### src/design/lfrr_pkg.sv
`timescale 1ns / 1ps
// Shared types, constants and helpers for the lagged Fibonacci range generator.
package lfrr_pkg;

  localparam int DATA_BITS      = 32;
  localparam int SPAN_BITS      = DATA_BITS + 1;
  localparam int SEED_BITS      = 30;
  localparam int WORD_BITS_DEF  = 30;
  localparam int OUT_SHIFT_DEF  = 6;
  localparam int QUEUE_DEPTH    = 2;

  localparam int TABLE_LEN      = 55;
  localparam int LAG_SHORT      = 24;
  localparam int PTR_BITS       = $clog2(TABLE_LEN);

  localparam int PCT_BITS       = 7;
  localparam int PCT_MAX        = 99;

  typedef logic [PTR_BITS-1:0] ptr_t;

  localparam ptr_t LAST_IDX     = ptr_t'(TABLE_LEN - 1);
  localparam ptr_t SHORT_START  = ptr_t'(TABLE_LEN - LAG_SHORT);

  localparam logic [1:0] OP_RAW    = 2'd0;
  localparam logic [1:0] OP_RANGE  = 2'd1;
  localparam logic [1:0] OP_PCT    = 2'd2;
  localparam logic [1:0] OP_RESEED = 2'd3;

  typedef enum logic [2:0] {
    KIND_RAW,
    KIND_RANGE,
    KIND_PCT,
    KIND_RESEED,
    KIND_CONST
  } kind_t;

  typedef struct packed {
    kind_t                 kind;
    logic [DATA_BITS-1:0]  low;
    logic [SPAN_BITS-1:0]  span;
    logic [DATA_BITS-1:0]  mask;
  } req_t;

  function automatic ptr_t ptr_inc(input ptr_t p);
    ptr_inc = (p == LAST_IDX) ? '0 : ptr_t'(p + 1'b1);
  endfunction

endpackage

### src/design/lagged_fibonacci_random_ranges.sv
`timescale 1ns / 1ps
// Top level: seed register, front end, request queue and draw sequencer.
//
//   channel  direction  handshake              payload
//   in       request    in_valid / in_ready    opcode, range_low, range_high
//   out      result     out_valid / out_ready  value
//   cfg      write      cfg_valid / cfg_ready  cfg_data (seed)
//
// A raw draw in the sequencer is a registered table read, then an add and write back.
// A rejected draw repeats with the next read; a one-value range is answered from idle;
// a reseed sweeps all 55 entries, then returns 0. After reset the table is filled from
// the seed, in_ready held low. Front end and queue are each registered; the 2-entry queue
// lets the front keep taking requests while the sequencer or result register is stalled.
module lagged_fibonacci_random_ranges #(
  parameter int WORD_BITS    = lfrr_pkg::WORD_BITS_DEF,
  parameter int OUTPUT_SHIFT = lfrr_pkg::OUT_SHIFT_DEF,
  parameter int QUEUE_DEPTH  = lfrr_pkg::QUEUE_DEPTH
) (
  input  logic                           clk,
  input  logic                           rst,
  input  logic                           in_valid,
  output logic                           in_ready,
  input  logic [1:0]                     opcode,
  input  logic signed [31:0]             range_low,
  input  logic signed [31:0]             range_high,
  output logic                           out_valid,
  input  logic                           out_ready,
  output logic signed [31:0]             value,
  input  logic                           cfg_valid,
  output logic                           cfg_ready,
  input  logic [lfrr_pkg::SEED_BITS-1:0] cfg_data
);
  import lfrr_pkg::*;

  logic [SEED_BITS-1:0] seed_value;
  logic                 init_busy;
  req_t                 push_req;
  logic                 push_valid;
  logic                 push_ready;
  req_t                 pop_req;
  logic                 pop_valid;
  logic                 pop_ready;
  logic [DATA_BITS-1:0] value_raw;

  assign cfg_ready = 1'b1;

  always_ff @(posedge clk) begin
    if (rst) begin
      seed_value <= '0;
    end else if (cfg_valid && cfg_ready) begin
      seed_value <= cfg_data;
    end
  end

  lfrr_front u_front (
    .clk        (clk),
    .rst        (rst),
    .hold       (init_busy),
    .in_valid   (in_valid),
    .in_ready   (in_ready),
    .opcode     (opcode),
    .range_low  (range_low),
    .range_high (range_high),
    .push_req   (push_req),
    .push_valid (push_valid),
    .push_ready (push_ready)
  );

  lfrr_queue #(
    .DEPTH (QUEUE_DEPTH)
  ) u_queue (
    .clk        (clk),
    .rst        (rst),
    .push_req   (push_req),
    .push_valid (push_valid),
    .push_ready (push_ready),
    .pop_req    (pop_req),
    .pop_valid  (pop_valid),
    .pop_ready  (pop_ready)
  );

  lfrr_back #(
    .WORD_BITS    (WORD_BITS),
    .OUTPUT_SHIFT (OUTPUT_SHIFT)
  ) u_back (
    .clk         (clk),
    .rst         (rst),
    .req         (pop_req),
    .req_valid   (pop_valid),
    .req_ready   (pop_ready),
    .seed_value  (seed_value),
    .init_busy   (init_busy),
    .value_valid (out_valid),
    .value_ready (out_ready),
    .value       (value_raw)
  );

  assign value = value_raw;

endmodule

### src/design/lfrr_ram.sv
`timescale 1ns / 1ps
// Generic RAM: one write port, two registered read ports.
module lfrr_ram #(
  parameter int WIDTH = 30,
  parameter int DEPTH = 55
) (
  input  logic                     clk,
  input  logic                     we,
  input  logic [$clog2(DEPTH)-1:0] waddr,
  input  logic [WIDTH-1:0]         wdata,
  input  logic [$clog2(DEPTH)-1:0] raddr_a,
  input  logic [$clog2(DEPTH)-1:0] raddr_b,
  output logic [WIDTH-1:0]         rdata_a,
  output logic [WIDTH-1:0]         rdata_b
);

  logic [WIDTH-1:0] mem [DEPTH];

  always_ff @(posedge clk) begin
    if (we) begin
      mem[waddr] <= wdata;
    end
    rdata_a <= mem[raddr_a];
    rdata_b <= mem[raddr_b];
  end

endmodule

### src/design/lfrr_front.sv
`timescale 1ns / 1ps
// Front end: takes requests, works out span and mask, classifies them.
module lfrr_front (
  input  logic                  clk,
  input  logic                  rst,
  input  logic                  hold,
  input  logic                  in_valid,
  output logic                  in_ready,
  input  logic [1:0]            opcode,
  input  logic signed [31:0]    range_low,
  input  logic signed [31:0]    range_high,
  output lfrr_pkg::req_t        push_req,
  output logic                  push_valid,
  input  logic                  push_ready
);
  import lfrr_pkg::*;

  logic                  held;
  logic [1:0]            op_q;
  logic [DATA_BITS-1:0]  low_q;
  logic [DATA_BITS-1:0]  high_q;

  logic [DATA_BITS:0]    diff;
  logic                  flat;
  logic [DATA_BITS-1:0]  mask;

  // fill every bit below the top set bit
  function automatic logic [DATA_BITS-1:0] smear(input logic [DATA_BITS-1:0] v);
    logic [DATA_BITS-1:0] m;
    m = v;
    for (int sh = 1; sh < DATA_BITS; sh = sh * 2) begin
      m = m | (m >> sh);
    end
    smear = m;
  endfunction

  always_comb begin
    diff = {high_q[DATA_BITS-1], high_q} - {low_q[DATA_BITS-1], low_q};
    flat = diff[DATA_BITS] || (diff == '0);
    mask = smear(diff[DATA_BITS-1:0]);

    push_req.low  = low_q;
    push_req.span = {1'b0, diff[DATA_BITS-1:0]} + SPAN_BITS'(1);
    push_req.mask = mask;
    case (op_q)
      OP_RAW:    push_req.kind = KIND_RAW;
      OP_RANGE:  push_req.kind = flat ? KIND_CONST : KIND_RANGE;
      OP_PCT:    push_req.kind = KIND_PCT;
      OP_RESEED: push_req.kind = KIND_RESEED;
      default:   push_req.kind = KIND_RAW;
    endcase
  end

  assign push_valid = held;
  assign in_ready   = !hold && (!held || push_ready);

  always_ff @(posedge clk) begin
    if (rst) begin
      held <= 1'b0;
    end else if (in_valid && in_ready) begin
      held <= 1'b1;
    end else if (push_ready) begin
      held <= 1'b0;
    end
    if (in_valid && in_ready) begin
      op_q   <= opcode;
      low_q  <= range_low;
      high_q <= range_high;
    end
  end

endmodule

### src/design/lfrr_queue.sv
`timescale 1ns / 1ps
// Short request queue between the front end and the draw sequencer.
module lfrr_queue #(
  parameter int DEPTH = 2
) (
  input  logic           clk,
  input  logic           rst,
  input  lfrr_pkg::req_t push_req,
  input  logic           push_valid,
  output logic           push_ready,
  output lfrr_pkg::req_t pop_req,
  output logic           pop_valid,
  input  logic           pop_ready
);
  import lfrr_pkg::*;

  localparam int IDX_BITS = $clog2(DEPTH);
  localparam int CNT_BITS = $clog2(DEPTH + 1);

  req_t                entries [DEPTH];
  logic [IDX_BITS-1:0] wr_ptr;
  logic [IDX_BITS-1:0] rd_ptr;
  logic [CNT_BITS-1:0] count;
  logic                do_push;
  logic                do_pop;

  assign push_ready = (count != CNT_BITS'(DEPTH));
  assign pop_valid  = (count != '0);
  assign pop_req    = entries[rd_ptr];
  assign do_push    = push_valid && push_ready;
  assign do_pop     = pop_valid && pop_ready;

  always_ff @(posedge clk) begin
    if (rst) begin
      wr_ptr <= '0;
      rd_ptr <= '0;
      count  <= '0;
    end else begin
      if (do_push) begin
        wr_ptr <= (wr_ptr == IDX_BITS'(DEPTH - 1)) ? '0 : IDX_BITS'(wr_ptr + 1'b1);
      end
      if (do_pop) begin
        rd_ptr <= (rd_ptr == IDX_BITS'(DEPTH - 1)) ? '0 : IDX_BITS'(rd_ptr + 1'b1);
      end
      case ({do_push, do_pop})
        2'b10:   count <= CNT_BITS'(count + 1'b1);
        2'b01:   count <= CNT_BITS'(count - 1'b1);
        default: count <= count;
      endcase
    end
    if (do_push) begin
      entries[wr_ptr] <= push_req;
    end
  end

endmodule

### src/design/lfrr_back.sv
`timescale 1ns / 1ps
// Draw sequencer: lag table updates, rejection loop, reseed sweep, result register.
module lfrr_back #(
  parameter int WORD_BITS    = lfrr_pkg::WORD_BITS_DEF,
  parameter int OUTPUT_SHIFT = lfrr_pkg::OUT_SHIFT_DEF
) (
  input  logic                           clk,
  input  logic                           rst,
  input  lfrr_pkg::req_t                 req,
  input  logic                           req_valid,
  output logic                           req_ready,
  input  logic [lfrr_pkg::SEED_BITS-1:0] seed_value,
  output logic                           init_busy,
  output logic                           value_valid,
  input  logic                           value_ready,
  output logic [lfrr_pkg::DATA_BITS-1:0] value
);
  import lfrr_pkg::*;

  localparam int RAW_BITS = WORD_BITS - OUTPUT_SHIFT;

  typedef enum logic [1:0] {
    ST_IDLE,
    ST_DRAW,
    ST_FILL,
    ST_EMIT
  } state_t;

  state_t                state;
  req_t                  cur;
  ptr_t                  long_ptr;
  ptr_t                  short_ptr;
  ptr_t                  long_next;
  ptr_t                  short_next;
  ptr_t                  fill_idx;
  logic                  fill_ack;
  logic [WORD_BITS-1:0]  prev1;
  logic [WORD_BITS-1:0]  prev2;
  logic [DATA_BITS-1:0]  res;
  logic                  value_valid_next;

  logic                  we;
  ptr_t                  waddr;
  logic [WORD_BITS-1:0]  wdata;
  logic [WORD_BITS-1:0]  rdata_a;
  logic [WORD_BITS-1:0]  rdata_b;

  logic                  can_emit;
  logic [WORD_BITS-1:0]  sum;
  logic [RAW_BITS-1:0]   raw;
  logic [SPAN_BITS-1:0]  raw_wide;
  logic [DATA_BITS-1:0]  num;
  logic [PCT_BITS-1:0]   pct;
  logic                  draw_ok;
  logic [DATA_BITS-1:0]  draw_res;
  logic [WORD_BITS-1:0]  fill_word;

  lfrr_ram #(
    .WIDTH (WORD_BITS),
    .DEPTH (TABLE_LEN)
  ) u_table (
    .clk     (clk),
    .we      (we),
    .waddr   (waddr),
    .wdata   (wdata),
    .raddr_a (long_next),
    .raddr_b (short_next),
    .rdata_a (rdata_a),
    .rdata_b (rdata_b)
  );

  always_comb begin
    can_emit = !value_valid || value_ready;
    sum      = rdata_a + rdata_b;
    raw      = sum[WORD_BITS-1:OUTPUT_SHIFT];
    raw_wide = SPAN_BITS'(raw);
    num      = raw_wide[DATA_BITS-1:0] & cur.mask;
    pct      = raw[PCT_BITS-1:0];

    case (cur.kind)
      KIND_RANGE: begin
        draw_ok  = ({1'b0, num} < cur.span);
        draw_res = cur.low + num;
      end
      KIND_PCT: begin
        draw_ok  = (pct <= PCT_BITS'(PCT_MAX));
        draw_res = DATA_BITS'(pct) + DATA_BITS'(1);
      end
      default: begin
        draw_ok  = 1'b1;
        draw_res = raw_wide[DATA_BITS-1:0];
      end
    endcase

    if (fill_idx == '0) begin
      fill_word = WORD_BITS'(seed_value);
    end else if (fill_idx == ptr_t'(1)) begin
      fill_word = WORD_BITS'(1);
    end else begin
      fill_word = prev1 + prev2;
    end

    we               = 1'b0;
    waddr            = long_ptr;
    wdata            = sum;
    long_next        = long_ptr;
    short_next       = short_ptr;
    req_ready        = 1'b0;
    value_valid_next = value_valid && !value_ready;

    case (state)
      ST_IDLE: begin
        // a constant result needs the output slot at once
        if (req_valid) begin
          req_ready = (req.kind == KIND_CONST) ? can_emit : 1'b1;
        end
        if (req_valid && req_ready && (req.kind == KIND_CONST)) begin
          value_valid_next = 1'b1;
        end
      end
      ST_DRAW: begin
        we         = 1'b1;
        long_next  = ptr_inc(long_ptr);
        short_next = ptr_inc(short_ptr);
        if (draw_ok && can_emit) begin
          value_valid_next = 1'b1;
        end
      end
      ST_FILL: begin
        we         = 1'b1;
        waddr      = fill_idx;
        wdata      = fill_word;
        long_next  = '0;
        short_next = SHORT_START;
      end
      ST_EMIT: begin
        we = 1'b0;
        if (can_emit) begin
          value_valid_next = 1'b1;
        end
      end
      default: begin
        we = 1'b0;
      end
    endcase
  end

  assign init_busy = (state == ST_FILL) && !fill_ack;

  always_ff @(posedge clk) begin
    if (rst) begin
      state       <= ST_FILL;
      fill_idx    <= '0;
      fill_ack    <= 1'b0;
      value_valid <= 1'b0;
      long_ptr    <= '0;
      short_ptr   <= SHORT_START;
    end else begin
      long_ptr    <= long_next;
      short_ptr   <= short_next;
      value_valid <= value_valid_next;
      case (state)
        ST_IDLE: begin
          if (req_valid && req_ready) begin
            cur <= req;
            case (req.kind)
              KIND_CONST: begin
                value <= req.low;
              end
              KIND_RESEED: begin
                state    <= ST_FILL;
                fill_idx <= '0;
                fill_ack <= 1'b1;
              end
              default: begin
                state <= ST_DRAW;
              end
            endcase
          end
        end
        ST_DRAW: begin
          // on reject stay here; the next read is already under way
          if (draw_ok) begin
            if (can_emit) begin
              value <= draw_res;
              state <= ST_IDLE;
            end else begin
              res   <= draw_res;
              state <= ST_EMIT;
            end
          end
        end
        ST_FILL: begin
          prev2    <= prev1;
          prev1    <= fill_word;
          fill_idx <= ptr_inc(fill_idx);
          if (fill_idx == LAST_IDX) begin
            if (fill_ack) begin
              res   <= '0;
              state <= ST_EMIT;
            end else begin
              state <= ST_IDLE;
            end
          end
        end
        ST_EMIT: begin
          if (can_emit) begin
            value <= res;
            state <= ST_IDLE;
          end
        end
        default: begin
          state <= ST_IDLE;
        end
      endcase
    end
  end

  a_lag_spacing: assert property (@(posedge clk) disable iff (rst)
    (short_ptr == ptr_t'(long_ptr + SHORT_START)) ||
    (ptr_t'(short_ptr + ptr_t'(LAG_SHORT)) == long_ptr))
    else $error("lag pointers out of step");

  a_fill_no_pop: assert property (@(posedge clk) disable iff (rst)
    (state == ST_FILL) |-> !req_ready)
    else $error("request taken during table fill");

  a_fill_bound: assert property (@(posedge clk) disable iff (rst)
    (state == ST_FILL) |-> (fill_idx <= LAST_IDX))
    else $error("fill index beyond table");

  a_draw_emit: assert property (@(posedge clk) disable iff (rst)
    (state == ST_DRAW && draw_ok && can_emit) |=> value_valid)
    else $error("accepted draw not presented");

endmodule

### config.mk
export PLATFORM = sky130hd
export DESIGN_NAME = lagged_fibonacci_random_ranges
export DESIGN_NICKNAME = d
export VERILOG_FILES = /design/src/design/lfrr_pkg.sv /design/src/design/lagged_fibonacci_random_ranges.sv /design/src/design/lfrr_ram.sv /design/src/design/lfrr_front.sv /design/src/design/lfrr_queue.sv /design/src/design/lfrr_back.sv
export SDC_FILE = /design/constraint.sdc
export NUM_CORES = 2
export LEC_CHECK = 0
export ABC_AREA = 1
export BUFFER_PORTS_ARGS = -buffer_cell sky130_fd_sc_hd__buf_2
export CAP_MARGIN = 20
export CORE_UTILIZATION = 50
export DETAILED_ROUTE_END_ITERATION = 16
export PLACE_DENSITY_LB_ADDON = 0.05
export SYNTH_ARGS = -nofsm -noshare
export SYNTH_HDL_FRONTEND = slang
export SYNTH_SLANG_ARGS = --single-unit
### constraint.sdc
create_clock -name clk -period 18.1 [get_ports clk]
set_clock_uncertainty 0.1 [all_clocks]
set_input_delay 1.81 -clock clk [delete_from_list [all_inputs] [get_ports clk]]
set_output_delay 1.81 -clock clk [all_outputs]
set_load 0.02 [all_outputs]
==> reports/summary.txt <==
status -> finished clean
Crit Path Max Fanout -> 165
Worst R2R Setup Slack -> 10.64 ns
GRT overflow -> 0
Maximum Capacitance Violations -> 0
# clock sinks -> 2234
largest net degree at the start of global routing -> 179
Die Area -> 0.222 mm²
syn_area_per_cell -> 10.1 µm²
Root Buffer Master -> clkbuf_16
Net count, final -> 10900
Worst Path Required -> 18.80 ns
Finished Core Util -> 55.8%
EDFF count, synth -> 2116
Yosys cell types -> 76
Net Sw Frac -> 45.7%
Die Wd -> 471 µm
power per cell area -> 197 mW/mm²
Least-Margin Pin Slew -> 1.21 ns
syn_nets -> 11100
first-pass GRT wire length -> 580000 µm
Synth Flop Type -> edfxtp_1
Worst Hold End -> u_back.prev2[24]
CP peak stage delay -> 0.86 ns
Seq/Total Area, Yosys -> 60.0%
period utilisation layout -> 41.2%
area of the core -> 0.218 mm²
Fmax achieved -> 134 MHz
Critical path origin -> u_back.state[0]
synth top area cells -> edfxtp_1 (58%), nand2_1 (5.5%), o21ai_0 (4.9%)
FF-to-FF path depth -> 19
sequential share of power -> 33.4%
GRT Util Overall -> 36.0%
Final TNS setup -> 0 ns
# setup viols final -> 0
TritonCTS buffer count -> 235
DRC viols -> 0
Worst R2R End -> u_back.u_table.rdata_b[13]
# hold bufs at CTS -> 0
unrepaired setup endpoints after global routing -> false
r2r startpoint -> u_back.state[0]
Commonest cells post-synth -> edfxtp_1 (2116), nand2_1 (1617), nor2_1 (1420), o21ai_0 (1069), inv_1 (741)
vias -> 89700
CTS tree -> yes
CTS resizes -> 0
Setup crit start kind -> register
switching power total -> 10.9 mW
post-DR vias/cell -> 6.53
Initial Util -> 50.5%
Hold Crit Start -> u_back.prev1[24]
count leader, synth -> edfxtp_1
Data arrival, critical path -> 8.17 ns
initial antenna violation count -> 20
slew margin rel. -> 19.2%
Post-CTS Setup Bufs -> 0
Max Buffers Root-to-Sink -> 3
Starting DRT DRC Count -> 12900
internal power -> 13.0 mW
Detailed Place HPWL -> 246000 µm
Final Hold Viols -> 0
critical path, cell by cell -> inv_1 > ha_1 > inv_1 > nor2_1 > o21ai_0 > o21ai_4 > buf_12 > inv_8 > buf_4 > buf_12 > buf_4 > buf_4 > nand2_1 > o211ai_1 > nand3_1 > o211ai_1 > nand3_1 > nand3_1 > nand2_1
Slowest-stage cell, CP -> buf_4
Worst-Skew Late Latency -> 0.94 ns
layout cells sized above 1 -> 8.24%
flip-flop and latch count after synthesis -> 2234
clk slew on worst S/H paths -> 0.07 ns
Crit. End Element -> register
final-report max-slew violation count -> 0
synthesized cell area -> 0.110 mm²
area leader, netlist -> edfxtp_1
htree depth -> 4
HP Class -> register to register
Async S/R FF share, synth -> 0%
Final ANT Viol Nets -> 0
Die Y -> 471 µm
Syn Inst Count -> 10900
RePlAce Congestion -> 0.949
worst hold path depth -> 0
Setup Crit Path Kind -> register to register
peak supply drop -> 0.228 mV
clock network fraction of design power -> 20.1%
synthesis-to-finish area growth -> 10.6%
Static Leakage -> 43.2 nW
Combinational Power Share -> 46.5%
Wirelength per Cell -> 29.7 µm
Synth top area share -> 57.9%
I/O pins -> 136
# port buffers -> 134
row cnt -> 171
Ys Warns -> 0
final wirelength -> 408000 µm
number of global-route vias before repair -> 82700
Detailed Routing Iterations Pass 1 -> 7
post-layout min period -> 7.46 ns
## per-layer routing
layer | share of wire (%) | global-route usage, % | vias up
met2 | 42 | 51.6 | 5564
met4 | 4.7 | 16.3 | 20
met5 | 0.034 | 0 | -
li1 | - | - | 39200
met1 | 41 | 52.0 | 43900
met3 | 12 | 7.96 | 1011
## flip-flops by register name, summed over array words and instances, names as in the netlist, 2 cells and up, named ones only
| name | flops |
|---|---|
| u_back.u_table.mem | 1650 |
| u_back.fill_idx | 6 |
| u_back.cur | 92 |
| u_front.low_q | 32 |
| u_back.res | 32 |
| u_back.value | 32 |
| u_back.u_table.rdata_a | 30 |
| u_back.state | 2 |
| u_front.op_q | 2 |
| seed_value | 30 |
| u_back.u_table.rdata_b | 30 |
| u_back.long_ptr | 6 |
| u_queue.count | 2 |
| u_back.short_ptr | 6 |
| u_front.high_q | 32 |
| u_back.prev2 | 30 |
| u_back.prev1 | 30 |
| u_queue.entries | 184 |
## worst max-delay path, delay by kind of cell (launching register included)
| kind | cells | cell delay [ns] |
|---|---|---|
| buf+inv | 8 | 4.50 |
| compound gates | 4 | 0.55 |
| simple gates | 6 | 0.80 |
| flops | 1 | 0.39 |
| fa+ha+maj | 1 | 0.73 |
## logic make-up after synthesis
kind of cell / share of synthesized area [%]
and+or+nand+nor: 14.3
AOI/OAI and AO/OA: 17.2
DFF: 60.0
buffers and inverters: 5.31
adders and majority gates: 1.70
xor gates and xnor gates: 0.817
muxes: 0.693
other: 0.00341
## worst max-delay path by stage
stage                                  to  slack, ns
6_report       u_back.u_table.rdata_b[13]      10.64
5_1_grt        u_back.u_table.rdata_b[13]      10.26
4_1_cts        u_back.u_table.rdata_b[13]      10.86
3_5_place_dp   u_back.u_table.rdata_b[13]      10.87
3_3_place_gp   u_back.u_table.rdata_b[11]      10.97
2_1_floorplan               u_back.cur[0]      11.28
## final cells by class
type                    instances  area, µm²
diodes                          5       12.5
clock buffers                 306       6290
clock inverters               129       1270
fillers                     18600      96200
inverters                     770       2940
multi-input cells            7092      39000
flip-flops and latches       2234      65900
well taps                    2854       3570
repair buffers                349       2470
## power by group through the flow
stage          Sequential [mW]  Combinational [mW]  Clock, mW
6_report                  8.00                11.1       4.80
5_1_grt                   8.02                11.8       5.02
4_1_cts                   7.99                10.8       4.83
3_5_place_dp              8.09                10.8          0
3_3_place_gp              8.08                10.7          0
2_1_floorplan             8.16                6.11          0
## metrics by stage
stage	setup slack [ns]	instances	total power [mW]	hold slack (ns)	area [µm²]
floorplan	11.28	10900	14.3	0.331	110000
global placement	10.97	13300	18.8	0.334	114000
detailed placement	10.87	13300	18.9	0.339	114000
CTS	10.86	13700	23.6	0.353	121000
global route	10.26	13700	24.9	0.359	121000
finish	10.64	13700	23.9	0.350	121000
## cells in the final DEF, fill, tap and decap left out, types with 24 or more instances in the layout
| cell type | Yosys | routed |
|---|---|---|
| o311ai_0 | 162 | 162 |
| buf_2 | 44 | 134 |
| clkinv_2 | 1 | 55 |
| nor2_4 | 2 | 56 |
| o32ai_1 | 124 | 124 |
| nand2_1 | 1617 | 1612 |
| clkinv_1 | 5 | 32 |
| o221ai_1 | 172 | 172 |
| inv_1 | 741 | 738 |
| edfxtp_1 | 2116 | 2116 |
| nand3_1 | 601 | 599 |
| o21ai_0 | 1069 | 1046 |
| a21oi_1 | 402 | 401 |
| o21ai_1 | 30 | 30 |
| buf_4 | 1 | 199 |
| nand4_1 | 64 | 64 |
| mux2i_1 | 76 | 76 |
| a211oi_1 | 86 | 86 |
| nor2_1 | 1420 | 1366 |
| xor2_1 | 58 | 58 |
| o22ai_1 | 159 | 157 |
| ha_1 | 143 | 142 |
| nor3_1 | 34 | 30 |
| o211ai_1 | 611 | 611 |
| clkbuf_1 | 665 | 60 |
| clkbuf_16 | 0 | 238 |
| o21ai_4 | 0 | 24 |
| dfxtp_1 | 118 | 117 |
Note: power is estimated with default switching activity, not from simulation.
